File: src/rtl/core/vpcb_pkg.sv
`default_nettype none
package vpcb_pkg;

  localparam int ANGLE_FRAC_BITS = 4;
  localparam int CNT_SHIFT       = ANGLE_FRAC_BITS + 8;
  localparam int PROD_W          = 30;

  localparam int NUM_REGS   = 8;
  localparam int REG_IDX_W  = $clog2(NUM_REGS);
  localparam int PADDR_W    = REG_IDX_W + 2;

  localparam logic [REG_IDX_W-1:0] REG_PAN_HI     = 3'd0;
  localparam logic [REG_IDX_W-1:0] REG_PAN_LO     = 3'd1;
  localparam logic [REG_IDX_W-1:0] REG_TILT_HI    = 3'd2;
  localparam logic [REG_IDX_W-1:0] REG_TILT_LO    = 3'd3;
  localparam logic [REG_IDX_W-1:0] REG_ZOOM_HI    = 3'd4;
  localparam logic [REG_IDX_W-1:0] REG_ZOOM_LO    = 3'd5;
  localparam logic [REG_IDX_W-1:0] REG_PAN_SCALE  = 3'd6;
  localparam logic [REG_IDX_W-1:0] REG_TILT_SCALE = 3'd7;

  localparam logic signed [12:0] PAN_HI_RST     = 13'sd1440;
  localparam logic signed [12:0] PAN_LO_RST     = -13'sd1440;
  localparam logic signed [11:0] TILT_HI_RST    = 12'sd480;
  localparam logic signed [11:0] TILT_LO_RST    = -12'sd480;
  localparam logic [11:0]        ZOOM_HI_RST    = 12'd1024;
  localparam logic [11:0]        ZOOM_LO_RST    = 12'd0;
  localparam logic [15:0]        PAN_SCALE_RST  = 16'd2503;
  localparam logic [15:0]        TILT_SCALE_RST = 16'd2560;

  localparam logic [3:0] REQ_INIT     = 4'd0;
  localparam logic [3:0] REQ_PT_ABS   = 4'd1;
  localparam logic [3:0] REQ_PT_REL   = 4'd2;
  localparam logic [3:0] REQ_PAN_ABS  = 4'd3;
  localparam logic [3:0] REQ_TILT_ABS = 4'd4;
  localparam logic [3:0] REQ_ZOOM_ABS = 4'd5;
  localparam logic [3:0] REQ_ZOOM_REL = 4'd6;
  localparam logic [3:0] REQ_BL_ON    = 4'd7;
  localparam logic [3:0] REQ_BL_OFF   = 4'd8;

  localparam logic [7:0] B_HDR     = 8'h81;
  localparam logic [7:0] B_CMD     = 8'h01;
  localparam logic [7:0] B_PT_CAT  = 8'h06;
  localparam logic [7:0] B_PT_ABS  = 8'h02;
  localparam logic [7:0] B_PAN_SPD = 8'h18;
  localparam logic [7:0] B_TLT_SPD = 8'h14;
  localparam logic [7:0] B_CAM_CAT = 8'h04;
  localparam logic [7:0] B_ZOOM    = 8'h47;
  localparam logic [7:0] B_BL      = 8'h33;
  localparam logic [7:0] B_BL_ON   = 8'h02;
  localparam logic [7:0] B_BL_OFF  = 8'h03;
  localparam logic [7:0] B_BCAST   = 8'h88;
  localparam logic [7:0] B_ADDR    = 8'h30;
  localparam logic [7:0] B_CLEAR   = 8'h00;
  localparam logic [7:0] B_TERM    = 8'hff;

  localparam int PRE_LEN  = 9;
  localparam int PT_LEN   = 15;
  localparam int ZOOM_LEN = 9;
  localparam int BL_LEN   = 6;
  localparam int INIT_LEN = PRE_LEN + PT_LEN + ZOOM_LEN;
  localparam int IDX_W    = $clog2(INIT_LEN);

  localparam int Q_DEPTH = 4;
  localparam int Q_PTR_W = $clog2(Q_DEPTH);
  localparam int Q_CNT_W = $clog2(Q_DEPTH + 1);

  typedef enum logic [2:0] {
    CMD_INIT,
    CMD_PANTILT,
    CMD_ZOOM,
    CMD_BL_ON,
    CMD_BL_OFF
  } cmd_kind_t;

  typedef struct packed {
    cmd_kind_t   kind;
    logic [15:0] pan_cnt;
    logic [15:0] tilt_cnt;
    logic [11:0] zoom_pos;
  } cmd_t;

  typedef struct packed {
    logic [12:0] pan_limit_high;
    logic [12:0] pan_limit_low;
    logic [11:0] tilt_limit_high;
    logic [11:0] tilt_limit_low;
    logic [11:0] zoom_limit_high;
    logic [11:0] zoom_limit_low;
    logic [15:0] pan_count_scale;
    logic [15:0] tilt_count_scale;
  } cfg_t;

endpackage
`default_nettype wire

File: src/rtl/core/visca_ptz_command_builder.sv
// A request passes the two front stages and the command queue; its first byte is then
//   registered onto the result ports. Bytes leave one per cycle while pop is held high; a
//   request is 6 (backlight), 9 (zoom), 15 (pan-tilt) or 33 (init) bytes long.
// Requests are taken one per cycle until 4 fill the 2 front stages and command queue.
// Reset (rst, synchronous): registers to defaults, positions to 0, queue and output empty.
`default_nettype none
module visca_ptz_command_builder (
  input  wire logic                         clk,
  input  wire logic                         rst,
  input  wire logic                         push,
  output logic                              full,
  input  wire logic [3:0]                   req_type,
  input  wire logic signed [15:0]           pan_value,
  input  wire logic signed [15:0]           tilt_value,
  input  wire logic signed [12:0]           zoom_value,
  output logic                              empty,
  input  wire logic                         pop,
  output logic [7:0]                        out_byte,
  output logic                              packet_end,
  output logic                              last,
  input  wire logic                         psel,
  input  wire logic                         penable,
  input  wire logic                         pwrite,
  input  wire logic [vpcb_pkg::PADDR_W-1:0] paddr,
  input  wire logic [31:0]                  pwdata,
  output logic      [31:0]                  prdata,
  output logic                              pready
);

  vpcb_pkg::cfg_t                 cfg;
  vpcb_pkg::cmd_t                 q_wdata;
  vpcb_pkg::cmd_t                 q_head;
  logic                           q_push;
  logic                           q_pop;
  logic                           q_nonempty;
  logic [vpcb_pkg::Q_CNT_W-1:0]   q_count;

  vpcb_regs u_regs (
    .clk     (clk),
    .rst     (rst),
    .psel    (psel),
    .penable (penable),
    .pwrite  (pwrite),
    .paddr   (paddr),
    .pwdata  (pwdata),
    .prdata  (prdata),
    .pready  (pready),
    .cfg     (cfg)
  );

  vpcb_front u_front (
    .clk        (clk),
    .rst        (rst),
    .cfg        (cfg),
    .push       (push),
    .full       (full),
    .req_type   (req_type),
    .pan_value  (pan_value),
    .tilt_value (tilt_value),
    .zoom_value (zoom_value),
    .q_count    (q_count),
    .q_push     (q_push),
    .q_data     (q_wdata)
  );

  vpcb_queue u_queue (
    .clk      (clk),
    .rst      (rst),
    .push     (q_push),
    .wdata    (q_wdata),
    .pop      (q_pop),
    .head     (q_head),
    .nonempty (q_nonempty),
    .count    (q_count)
  );

  vpcb_back u_back (
    .clk        (clk),
    .rst        (rst),
    .head       (q_head),
    .nonempty   (q_nonempty),
    .q_pop      (q_pop),
    .empty      (empty),
    .pop        (pop),
    .out_byte   (out_byte),
    .packet_end (packet_end),
    .last       (last)
  );

endmodule
`default_nettype wire

File: src/rtl/core/vpcb_regs.sv
`default_nettype none
module vpcb_regs (
  input  wire logic                         clk,
  input  wire logic                         rst,
  input  wire logic                         psel,
  input  wire logic                         penable,
  input  wire logic                         pwrite,
  input  wire logic [vpcb_pkg::PADDR_W-1:0] paddr,
  input  wire logic [31:0]                  pwdata,
  output logic      [31:0]                  prdata,
  output logic                              pready,
  output vpcb_pkg::cfg_t                    cfg
);

  logic                              wr_en;
  logic [vpcb_pkg::REG_IDX_W-1:0]    idx;

  assign pready = 1'b1;
  assign wr_en  = psel && penable && pwrite && pready;
  assign idx    = paddr[vpcb_pkg::PADDR_W-1:2];

  always_ff @(posedge clk) begin
    if (rst) begin
      cfg.pan_limit_high   <= vpcb_pkg::PAN_HI_RST;
      cfg.pan_limit_low    <= vpcb_pkg::PAN_LO_RST;
      cfg.tilt_limit_high  <= vpcb_pkg::TILT_HI_RST;
      cfg.tilt_limit_low   <= vpcb_pkg::TILT_LO_RST;
      cfg.zoom_limit_high  <= vpcb_pkg::ZOOM_HI_RST;
      cfg.zoom_limit_low   <= vpcb_pkg::ZOOM_LO_RST;
      cfg.pan_count_scale  <= vpcb_pkg::PAN_SCALE_RST;
      cfg.tilt_count_scale <= vpcb_pkg::TILT_SCALE_RST;
    end else if (wr_en) begin
      unique case (idx)
        vpcb_pkg::REG_PAN_HI:     cfg.pan_limit_high   <= pwdata[12:0];
        vpcb_pkg::REG_PAN_LO:     cfg.pan_limit_low    <= pwdata[12:0];
        vpcb_pkg::REG_TILT_HI:    cfg.tilt_limit_high  <= pwdata[11:0];
        vpcb_pkg::REG_TILT_LO:    cfg.tilt_limit_low   <= pwdata[11:0];
        vpcb_pkg::REG_ZOOM_HI:    cfg.zoom_limit_high  <= pwdata[11:0];
        vpcb_pkg::REG_ZOOM_LO:    cfg.zoom_limit_low   <= pwdata[11:0];
        vpcb_pkg::REG_PAN_SCALE:  cfg.pan_count_scale  <= pwdata[15:0];
        vpcb_pkg::REG_TILT_SCALE: cfg.tilt_count_scale <= pwdata[15:0];
        default: ;
      endcase
    end
  end

  always_comb begin
    unique case (idx)
      vpcb_pkg::REG_PAN_HI:     prdata = {19'b0, cfg.pan_limit_high};
      vpcb_pkg::REG_PAN_LO:     prdata = {19'b0, cfg.pan_limit_low};
      vpcb_pkg::REG_TILT_HI:    prdata = {20'b0, cfg.tilt_limit_high};
      vpcb_pkg::REG_TILT_LO:    prdata = {20'b0, cfg.tilt_limit_low};
      vpcb_pkg::REG_ZOOM_HI:    prdata = {20'b0, cfg.zoom_limit_high};
      vpcb_pkg::REG_ZOOM_LO:    prdata = {20'b0, cfg.zoom_limit_low};
      vpcb_pkg::REG_PAN_SCALE:  prdata = {16'b0, cfg.pan_count_scale};
      vpcb_pkg::REG_TILT_SCALE: prdata = {16'b0, cfg.tilt_count_scale};
      default:                  prdata = '0;
    endcase
  end

endmodule
`default_nettype wire

File: src/rtl/core/vpcb_front.sv
`default_nettype none
module vpcb_front (
  input  wire logic                         clk,
  input  wire logic                         rst,
  input  wire vpcb_pkg::cfg_t               cfg,
  input  wire logic                         push,
  output logic                              full,
  input  wire logic [3:0]                   req_type,
  input  wire logic signed [15:0]           pan_value,
  input  wire logic signed [15:0]           tilt_value,
  input  wire logic signed [12:0]           zoom_value,
  input  wire logic [vpcb_pkg::Q_CNT_W-1:0] q_count,
  output logic                              q_push,
  output vpcb_pkg::cmd_t                    q_data
);

  function automatic logic signed [17:0] clamp_a(input logic signed [17:0] v,
                                                 input logic signed [17:0] hi,
                                                 input logic signed [17:0] lo);
    logic signed [17:0] t;
    t = (v > hi) ? hi : v;
    return (t < lo) ? lo : t;
  endfunction

  function automatic logic [15:0] to_counts(input logic signed [vpcb_pkg::PROD_W-1:0] p);
    logic [vpcb_pkg::PROD_W-1:0] mag;
    logic [vpcb_pkg::PROD_W-1:0] r;
    mag = p[vpcb_pkg::PROD_W-1] ? vpcb_pkg::PROD_W'(-p) : vpcb_pkg::PROD_W'(p);
    r   = (mag + (vpcb_pkg::PROD_W'(1) << (vpcb_pkg::CNT_SHIFT - 1)))
          >> vpcb_pkg::CNT_SHIFT;
    return p[vpcb_pkg::PROD_W-1] ? 16'(-r[15:0]) : r[15:0];
  endfunction

  logic signed [12:0] pan_now;
  logic signed [11:0] tilt_now;
  logic        [11:0] zoom_now;

  logic               accept;
  logic               has_cmd;
  logic               upd_pt;
  logic               upd_zoom;
  vpcb_pkg::cmd_kind_t kind;
  logic signed [17:0] pan_tgt;
  logic signed [17:0] tilt_tgt;
  logic signed [17:0] zoom_tgt;
  logic signed [17:0] pan_cl;
  logic signed [17:0] tilt_cl;
  logic signed [17:0] zoom_cl;
  logic [vpcb_pkg::Q_CNT_W-1:0] in_flight;

  logic                s1_valid;
  vpcb_pkg::cmd_kind_t s1_kind;
  logic signed [12:0]  s1_pan;
  logic signed [11:0]  s1_tilt;
  logic [11:0]         s1_zoom;

  logic                s2_valid;
  vpcb_pkg::cmd_kind_t s2_kind;
  logic signed [vpcb_pkg::PROD_W-1:0] s2_pan_prod;
  logic signed [vpcb_pkg::PROD_W-1:0] s2_tilt_prod;
  logic [11:0]         s2_zoom;

  logic signed [vpcb_pkg::PROD_W-1:0] pan_prod;
  logic signed [vpcb_pkg::PROD_W-1:0] tilt_prod;

  // queue space is reserved for items still in the two front stages
  assign in_flight = q_count + vpcb_pkg::Q_CNT_W'(s1_valid) + vpcb_pkg::Q_CNT_W'(s2_valid);
  assign full      = (in_flight >= vpcb_pkg::Q_CNT_W'(vpcb_pkg::Q_DEPTH));
  assign accept    = push && !full;

  always_comb begin
    has_cmd  = 1'b1;
    upd_pt   = 1'b0;
    upd_zoom = 1'b0;
    kind     = vpcb_pkg::CMD_PANTILT;
    pan_tgt  = 18'(pan_now);
    tilt_tgt = 18'(tilt_now);
    zoom_tgt = 18'($signed({1'b0, zoom_now}));
    unique case (req_type)
      vpcb_pkg::REQ_INIT: begin
        kind     = vpcb_pkg::CMD_INIT;
        upd_pt   = 1'b1;
        upd_zoom = 1'b1;
        pan_tgt  = '0;
        tilt_tgt = '0;
        zoom_tgt = '0;
      end
      vpcb_pkg::REQ_PT_ABS: begin
        upd_pt   = 1'b1;
        pan_tgt  = 18'(pan_value);
        tilt_tgt = 18'(tilt_value);
      end
      vpcb_pkg::REQ_PT_REL: begin
        upd_pt   = 1'b1;
        pan_tgt  = 18'(pan_now) + 18'(pan_value);
        tilt_tgt = 18'(tilt_now) + 18'(tilt_value);
      end
      vpcb_pkg::REQ_PAN_ABS: begin
        upd_pt  = 1'b1;
        pan_tgt = 18'(pan_value);
      end
      vpcb_pkg::REQ_TILT_ABS: begin
        upd_pt   = 1'b1;
        tilt_tgt = 18'(tilt_value);
      end
      vpcb_pkg::REQ_ZOOM_ABS: begin
        kind     = vpcb_pkg::CMD_ZOOM;
        upd_zoom = 1'b1;
        zoom_tgt = 18'(zoom_value);
      end
      vpcb_pkg::REQ_ZOOM_REL: begin
        kind     = vpcb_pkg::CMD_ZOOM;
        upd_zoom = 1'b1;
        zoom_tgt = 18'($signed({1'b0, zoom_now})) + 18'(zoom_value);
      end
      vpcb_pkg::REQ_BL_ON:  kind = vpcb_pkg::CMD_BL_ON;
      vpcb_pkg::REQ_BL_OFF: kind = vpcb_pkg::CMD_BL_OFF;
      default: has_cmd = 1'b0;
    endcase
  end

  assign pan_cl  = clamp_a(pan_tgt, 18'($signed(cfg.pan_limit_high)),
                           18'($signed(cfg.pan_limit_low)));
  assign tilt_cl = clamp_a(tilt_tgt, 18'($signed(cfg.tilt_limit_high)),
                           18'($signed(cfg.tilt_limit_low)));
  assign zoom_cl = clamp_a(zoom_tgt, 18'($signed({1'b0, cfg.zoom_limit_high})),
                           18'($signed({1'b0, cfg.zoom_limit_low})));

  assign pan_prod  = vpcb_pkg::PROD_W'(s1_pan)
                   * vpcb_pkg::PROD_W'($signed({1'b0, cfg.pan_count_scale}));
  assign tilt_prod = vpcb_pkg::PROD_W'(s1_tilt)
                   * vpcb_pkg::PROD_W'($signed({1'b0, cfg.tilt_count_scale}));

  always_ff @(posedge clk) begin
    if (rst) begin
      pan_now  <= '0;
      tilt_now <= '0;
      zoom_now <= '0;
      s1_valid <= 1'b0;
      s2_valid <= 1'b0;
    end else begin
      s1_valid <= accept && has_cmd;
      s2_valid <= s1_valid;
      if (accept && upd_pt) begin
        pan_now  <= pan_cl[12:0];
        tilt_now <= tilt_cl[11:0];
      end
      if (accept && upd_zoom) begin
        zoom_now <= zoom_cl[11:0];
      end
    end
  end

  always_ff @(posedge clk) begin
    s1_kind      <= kind;
    s1_pan       <= pan_cl[12:0];
    s1_tilt      <= tilt_cl[11:0];
    s1_zoom      <= zoom_cl[11:0];
    s2_kind      <= s1_kind;
    s2_pan_prod  <= pan_prod;
    s2_tilt_prod <= tilt_prod;
    s2_zoom      <= s1_zoom;
  end

  assign q_push          = s2_valid;
  assign q_data.kind     = s2_kind;
  assign q_data.pan_cnt  = to_counts(s2_pan_prod);
  assign q_data.tilt_cnt = to_counts(s2_tilt_prod);
  assign q_data.zoom_pos = s2_zoom;

  a_no_overbook: assert property (@(posedge clk) disable iff (rst)
    in_flight <= vpcb_pkg::Q_CNT_W'(vpcb_pkg::Q_DEPTH))
    else $error("front holds more items than the queue can take");

endmodule
`default_nettype wire

File: src/rtl/core/vpcb_queue.sv
`default_nettype none
module vpcb_queue (
  input  wire logic                         clk,
  input  wire logic                         rst,
  input  wire logic                         push,
  input  wire vpcb_pkg::cmd_t               wdata,
  input  wire logic                         pop,
  output vpcb_pkg::cmd_t                    head,
  output logic                              nonempty,
  output logic [vpcb_pkg::Q_CNT_W-1:0]      count
);

  vpcb_pkg::cmd_t                 mem [vpcb_pkg::Q_DEPTH];
  logic [vpcb_pkg::Q_PTR_W-1:0]   wr_ptr;
  logic [vpcb_pkg::Q_PTR_W-1:0]   rd_ptr;

  function automatic logic [vpcb_pkg::Q_PTR_W-1:0] ptr_inc(
      input logic [vpcb_pkg::Q_PTR_W-1:0] p);
    return (p == vpcb_pkg::Q_PTR_W'(vpcb_pkg::Q_DEPTH - 1))
           ? '0 : vpcb_pkg::Q_PTR_W'(p + 1'b1);
  endfunction

  assign head     = mem[rd_ptr];
  assign nonempty = (count != '0);

  always_ff @(posedge clk) begin
    if (rst) begin
      wr_ptr <= '0;
      rd_ptr <= '0;
      count  <= '0;
    end else begin
      if (push) wr_ptr <= ptr_inc(wr_ptr);
      if (pop)  rd_ptr <= ptr_inc(rd_ptr);
      if (push && !pop)      count <= count + 1'b1;
      else if (pop && !push) count <= count - 1'b1;
    end
  end

  always_ff @(posedge clk) begin
    if (push) mem[wr_ptr] <= wdata;
  end

  a_no_overflow: assert property (@(posedge clk) disable iff (rst)
    push |-> (count != vpcb_pkg::Q_CNT_W'(vpcb_pkg::Q_DEPTH)))
    else $error("command queue overflow");

  a_no_underflow: assert property (@(posedge clk) disable iff (rst)
    pop |-> nonempty)
    else $error("command queue underflow");

endmodule
`default_nettype wire

File: src/rtl/core/vpcb_back.sv
`default_nettype none
module vpcb_back (
  input  wire logic           clk,
  input  wire logic           rst,
  input  wire vpcb_pkg::cmd_t head,
  input  wire logic           nonempty,
  output logic                q_pop,
  output logic                empty,
  input  wire logic           pop,
  output logic [7:0]          out_byte,
  output logic                packet_end,
  output logic                last
);

  function automatic logic [7:0] pt_byte(input logic [3:0] i, input logic [15:0] p,
                                         input logic [15:0] t);
    logic [7:0] b;
    case (i)
      4'd0:    b = vpcb_pkg::B_HDR;
      4'd1:    b = vpcb_pkg::B_CMD;
      4'd2:    b = vpcb_pkg::B_PT_CAT;
      4'd3:    b = vpcb_pkg::B_PT_ABS;
      4'd4:    b = vpcb_pkg::B_PAN_SPD;
      4'd5:    b = vpcb_pkg::B_TLT_SPD;
      4'd6:    b = {4'h0, p[15:12]};
      4'd7:    b = {4'h0, p[11:8]};
      4'd8:    b = {4'h0, p[7:4]};
      4'd9:    b = {4'h0, p[3:0]};
      4'd10:   b = {4'h0, t[15:12]};
      4'd11:   b = {4'h0, t[11:8]};
      4'd12:   b = {4'h0, t[7:4]};
      4'd13:   b = {4'h0, t[3:0]};
      default: b = vpcb_pkg::B_TERM;
    endcase
    return b;
  endfunction

  function automatic logic [7:0] zoom_byte(input logic [3:0] i, input logic [11:0] z);
    logic [7:0] b;
    case (i)
      4'd0:    b = vpcb_pkg::B_HDR;
      4'd1:    b = vpcb_pkg::B_CMD;
      4'd2:    b = vpcb_pkg::B_CAM_CAT;
      4'd3:    b = vpcb_pkg::B_ZOOM;
      4'd4:    b = 8'h00;
      4'd5:    b = {4'h0, z[11:8]};
      4'd6:    b = {4'h0, z[7:4]};
      4'd7:    b = {4'h0, z[3:0]};
      default: b = vpcb_pkg::B_TERM;
    endcase
    return b;
  endfunction

  function automatic logic [7:0] bl_byte(input logic [3:0] i, input logic [7:0] mode);
    logic [7:0] b;
    case (i)
      4'd0:    b = vpcb_pkg::B_HDR;
      4'd1:    b = vpcb_pkg::B_CMD;
      4'd2:    b = vpcb_pkg::B_CAM_CAT;
      4'd3:    b = vpcb_pkg::B_BL;
      4'd4:    b = mode;
      default: b = vpcb_pkg::B_TERM;
    endcase
    return b;
  endfunction

  // if-clear broadcast then address set
  function automatic logic [7:0] pre_byte(input logic [3:0] i);
    logic [7:0] b;
    case (i)
      4'd0:    b = vpcb_pkg::B_BCAST;
      4'd1:    b = vpcb_pkg::B_CMD;
      4'd2:    b = vpcb_pkg::B_CLEAR;
      4'd3:    b = vpcb_pkg::B_CMD;
      4'd5:    b = vpcb_pkg::B_BCAST;
      4'd6:    b = vpcb_pkg::B_ADDR;
      4'd7:    b = vpcb_pkg::B_CMD;
      default: b = vpcb_pkg::B_TERM;
    endcase
    return b;
  endfunction

  logic [vpcb_pkg::IDX_W-1:0] idx;
  logic [vpcb_pkg::IDX_W-1:0] len;
  logic [vpcb_pkg::IDX_W-1:0] seg_pt;
  logic [vpcb_pkg::IDX_W-1:0] seg_zoom;
  logic [7:0]                 byte_next;
  logic                       last_next;
  logic                       advance;
  logic                       o_valid;

  assign seg_pt   = vpcb_pkg::IDX_W'(idx - vpcb_pkg::IDX_W'(vpcb_pkg::PRE_LEN));
  assign seg_zoom = vpcb_pkg::IDX_W'(idx - vpcb_pkg::IDX_W'(vpcb_pkg::PRE_LEN
                                                          + vpcb_pkg::PT_LEN));

  always_comb begin
    case (head.kind)
      vpcb_pkg::CMD_INIT: begin
        len = vpcb_pkg::IDX_W'(vpcb_pkg::INIT_LEN);
        if (idx < vpcb_pkg::IDX_W'(vpcb_pkg::PRE_LEN))
          byte_next = pre_byte(idx[3:0]);
        else if (idx < vpcb_pkg::IDX_W'(vpcb_pkg::PRE_LEN + vpcb_pkg::PT_LEN))
          byte_next = pt_byte(seg_pt[3:0], head.pan_cnt, head.tilt_cnt);
        else
          byte_next = zoom_byte(seg_zoom[3:0], head.zoom_pos);
      end
      vpcb_pkg::CMD_PANTILT: begin
        len       = vpcb_pkg::IDX_W'(vpcb_pkg::PT_LEN);
        byte_next = pt_byte(idx[3:0], head.pan_cnt, head.tilt_cnt);
      end
      vpcb_pkg::CMD_ZOOM: begin
        len       = vpcb_pkg::IDX_W'(vpcb_pkg::ZOOM_LEN);
        byte_next = zoom_byte(idx[3:0], head.zoom_pos);
      end
      vpcb_pkg::CMD_BL_ON: begin
        len       = vpcb_pkg::IDX_W'(vpcb_pkg::BL_LEN);
        byte_next = bl_byte(idx[3:0], vpcb_pkg::B_BL_ON);
      end
      default: begin
        len       = vpcb_pkg::IDX_W'(vpcb_pkg::BL_LEN);
        byte_next = bl_byte(idx[3:0], vpcb_pkg::B_BL_OFF);
      end
    endcase
  end

  assign last_next = (idx == vpcb_pkg::IDX_W'(len - 1'b1));
  assign advance   = nonempty && (!o_valid || pop);
  assign q_pop     = advance && last_next;
  assign empty     = !o_valid;

  always_ff @(posedge clk) begin
    if (rst) begin
      idx     <= '0;
      o_valid <= 1'b0;
    end else if (advance) begin
      o_valid <= 1'b1;
      idx     <= last_next ? '0 : vpcb_pkg::IDX_W'(idx + 1'b1);
    end else if (pop) begin
      o_valid <= 1'b0;
    end
  end

  always_ff @(posedge clk) begin
    if (advance) begin
      out_byte   <= byte_next;
      packet_end <= (byte_next == vpcb_pkg::B_TERM);
      last       <= last_next;
    end
  end

  a_last_ends_packet: assert property (@(posedge clk) disable iff (rst)
    (o_valid && last) |-> packet_end)
    else $error("final byte of a request is not a terminator");

  a_idx_in_range: assert property (@(posedge clk) disable iff (rst)
    nonempty |-> (idx < len))
    else $error("byte index ran past the packet length");

endmodule
`default_nettype wire

File: config.mk
export PLATFORM = sky130hd
export DESIGN_NAME = visca_ptz_command_builder
export DESIGN_NICKNAME = d
export VERILOG_FILES = /design/src/rtl/core/vpcb_pkg.sv /design/src/rtl/core/visca_ptz_command_builder.sv /design/src/rtl/core/vpcb_regs.sv /design/src/rtl/core/vpcb_front.sv /design/src/rtl/core/vpcb_queue.sv /design/src/rtl/core/vpcb_back.sv
export SDC_FILE = /design/constraint.sdc
export NUM_CORES = 2
export LEC_CHECK = 0
export ABC_AREA = 1
export ABC_CLOCK_PERIOD_IN_PS = 7800
export BUFFER_PORTS_ARGS = -buffer_cell sky130_fd_sc_hd__buf_2
export CAP_MARGIN = 20
export CELL_PAD_IN_SITES_DETAIL_PLACEMENT = 1
export CELL_PAD_IN_SITES_GLOBAL_PLACEMENT = 2
export CORE_AREA = 2 2 342 344
export CTS_CLUSTER_DIAMETER = 60
export DETAILED_ROUTE_END_ITERATION = 12
export DIE_AREA = 0 0 344 346
export PLACE_DENSITY = 0.82
export SYNTH_ARGS = -nofsm -noshare
export SYNTH_HDL_FRONTEND = slang
export SYNTH_SLANG_ARGS = --single-unit
File: constraint.sdc
create_clock -name clk -period 7.8 [get_ports clk]
set_clock_uncertainty 0.1 [all_clocks]
set_input_delay 1.56 -clock clk [delete_from_list [all_inputs] [get_ports clk]]
set_output_delay 1.56 -clock clk [all_outputs]
set_load 0.05 [all_outputs]
==> run metrics <==
GPL Wtd Cong 0.9176; vias per cell 4.997; Final Cycle Share 88.31%; Seq/Total Area, Yosys 28.50%; Routed WL 123.3 mm; CP Buf/Inv Count 7; DIE HEIGHT 346 um; clock slew seen by the registers of the worst setup and hold paths 0.06 ns; most frequent cells in the layout nand2_1, inv_1, nor2_1, ha_1, fa_1; Crit. End Element flip-flop; Final Hold Viols 0; layout cells sized above 1 7.412%; switching share of power 45.91%; Ports 138; final core utilization 38.46%; Min-Delay Endpoint u_front.s2_zoom[8]; crit-path most repeated cell nand2_1; Core ar. 0.1154 sq mm; Crit-path slowest cell fa_1; Initial Utilization 34.75%; num rows 125; hold path start u_front.s1_zoom[8]; maximum buffer depth of the clock tree 3; hold_buf cts 0; DRC Markers 0; Die Footprint 0.1190 sq mm; Yosys warning total 0; Finish-stage setup viols 0; startpoint types primary input; Net Switching 7.402 mW; antenna violations before repair 4; Post-DRT Antenna Nets 0; Via Count 33,840; H-tree levels 3; Pwr per Cell Area 363.3 mW/mm^2; root buffer cell clkbuf_16; CP max FO 16; hold depth 0; RSZ-0062 raised after global routing false; required time worst endpoint 8.26 ns; Pint 8.722 mW; Place WS 0.04354 ns; hpwl dp 97.08 mm; Period minus WS final 6.888 ns; Reg2Reg Depth 23; largest cells by area after synthesis fa_1, edfxtp_1, dfxtp_1; post-route insts no fill 6,772; CP peak stage delay 0.42 ns; FFs w/ async S/R, synth 0%; Flop pwr share 22.7%; largest net degree at the start of global routing 100; Post-synth EDFFs 198; Worst EP arrival 7.35 ns; port bufs 102; CTS tree built; Mapped Cells 5,167; vias in the first global route 35,710; CP Class primary input to flip-flop; first-pass GRT wire length 196.0 mm; CTS Sinks 472; Resized cells post-CTS 0; Iter 0 DRT Violations 1,925; gr ovfl total 0; setup tns final 0 ns; CTS Buf Count 66; RR Endpoint u_front.s2_pan_prod[26]; Yosys top cell area share 14.92%; WL/cell 18.20 um; #FFs+latches synth 472; slew margin rel. 34.06%; Horiz. Die Dim 344 um; Slew @ Worst Pin 0.9891 ns; reg2reg setup slack 1.35 ns; worst reg2reg startpoint u_front.s1_pan[3]; leakage power 22.09 nW; combinational power share 57.9%; layout net count 5,928; DR pass1 iterations 6; Synth Area per Inst 7.763 sq um; setup ws final 0.9119 ns; MaxCap Viol Count 0; CP delay by family, top simple AND/OR/NAND/NOR gates; Tot GR Track Use 20.79%; status finished, final reports clean; Cell variety after synth 71; most common cell after layout, fill and taps aside nand2_1; Layout area overhead 10.65%; Tightest Hold Check Type flip-flop to flip-flop; Cell Area, Synth 0.04011 sq mm; Max Clk Rate 145.2 MHz; clock network fraction of design power 19.4%; Clk Latency, worst-skew pair 0.63 ns; Main synth FF type dfxtp_1; Inst Count DP 6,652; Slew Viols, Final 0; Yosys top cell by area fa_1; antenna diode count 0; setup bufs post-CTS 0; Max rail drop VDD 0.4324 mV
==> power groups by stage <==
| stage | Sequential, mW | Combinational, mW | Clock [mW] |
|---|---|---|---|
| after floorplan | 3.46 | 7.29 | 0 |
| after global placement | 3.69 | 9.19 | 0 |
| after detailed placement | 3.71 | 9.42 | 0 |
| after CTS | 3.66 | 9.53 | 3.18 |
| after global routing | 3.70 | 10.9 | 3.29 |
| final | 3.66 | 9.34 | 3.13 |
==> registers in the layout, summed over array words and instances (netlist names), 13 cells and up, named ones only <==
signal,flops
u_front.pan_now,13
u_front.s1_pan,13
u_front.s2_pan_prod,29
u_front.s2_tilt_prod,29
u_queue.mem,188
u_regs.cfg,106
==> routing by layer <==
| layer | routed length [um] | global-route usage [%] | share of wire [%] |
|---|---|---|---|
| met3 | 5260 | 2.646 | 4.3 |
| met1 | 57670 | 28.11 | 47 |
| met4 | 3465 | 5.909 | 2.8 |
| met5 | 27 | 0 | 0.022 |
| met2 | 56830 | 34.64 | 46 |
==> worst max path at each step <==
| stage | cells after the start | end | startpoint | slack (ns) |
|---|---|---|---|---|
| after floorplan | 42 | u_front.pan_now[6] | pan_value[0] | 1.27 |
| after CTS | 41 | u_front.pan_now[1] | pan_value[0] | 0.70 |
| after detailed placement | 41 | u_front.pan_now[6] | pan_value[0] | 0.04 |
| after global placement | 41 | u_front.pan_now[1] | pan_value[0] | 0.12 |
| after global routing | 43 | u_front.tilt_now[3] | tilt_value[7] | 0.08 |
| final | 40 | u_front.pan_now[3] | pan_value[0] | 0.91 |
==> synth_stat cells (4+ instances only) <==
cell type  instances
ha_1             339
nor3_1            33
nand4_1           42
buf_1             10
o22a_1             6
nor2_1           371
a22oi_1            4
clkbuf_1         161
a21o_1             5
xor2_2             9
a21oi_1          275
buf_2             17
nor3_2             4
clkinv_1           5
a31oi_1           20
buf_4             19
xnor2_1           31
o22ai_1           57
inv_2             12
o221ai_1          10
nor2_2            16
o21a_1             8
inv_1            915
fa_1             299
nor4_1            16
a21boi_0           7
nand3_1          225
nor2_4             6
a32o_1            31
dfxtp_1          274
o21ai_0          245
nand3_2            4
a221oi_1          16
or2_2             31
o211ai_1          41
edfxtp_1         198
o21ai_1            5
xor2_1            62
o21bai_1          11
a211oi_1           6
nand2_1         1241
nand3b_1           7
nand2_2           24
==> final cells by class <==
| type | count | area (sq um) |
|---|---|---|
| clock buffer | 83 | 1798 |
| clock inverter | 36 | 473.0 |
| fill | 14180 | 71040 |
| inverter | 932 | 3498 |
| multi-input combinational | 3570 | 24370 |
| sequential | 472 | 11430 |
| tap | 1524 | 1907 |
| timing repair buffer | 155 | 912.1 |
==> metrics by stage <==
step           hold WS [ns]  power [mW]  instance area (sq um)
2_1_floorplan        0.2096       10.75                  40170
3_3_place_gp         0.2103       12.88                  42100
3_5_place_dp         0.2132       13.12                  42100
4_1_cts              0.2284       16.37                  44370
5_1_grt              0.2279       17.86                  44390
6_report             0.2275       16.12                  44390
==> cells by family after synthesis <==
logic type      after synthesis  synth area share, %
xor+xnor                    103                2.464
compound gates              778                11.48
fa+ha+maj                   638                25.50
other cells                   2              0.01872
simple gates               2034                21.13
flops                       472                28.50
buf+inv                    1140                10.92
Power figures use the tool's default switching activity.
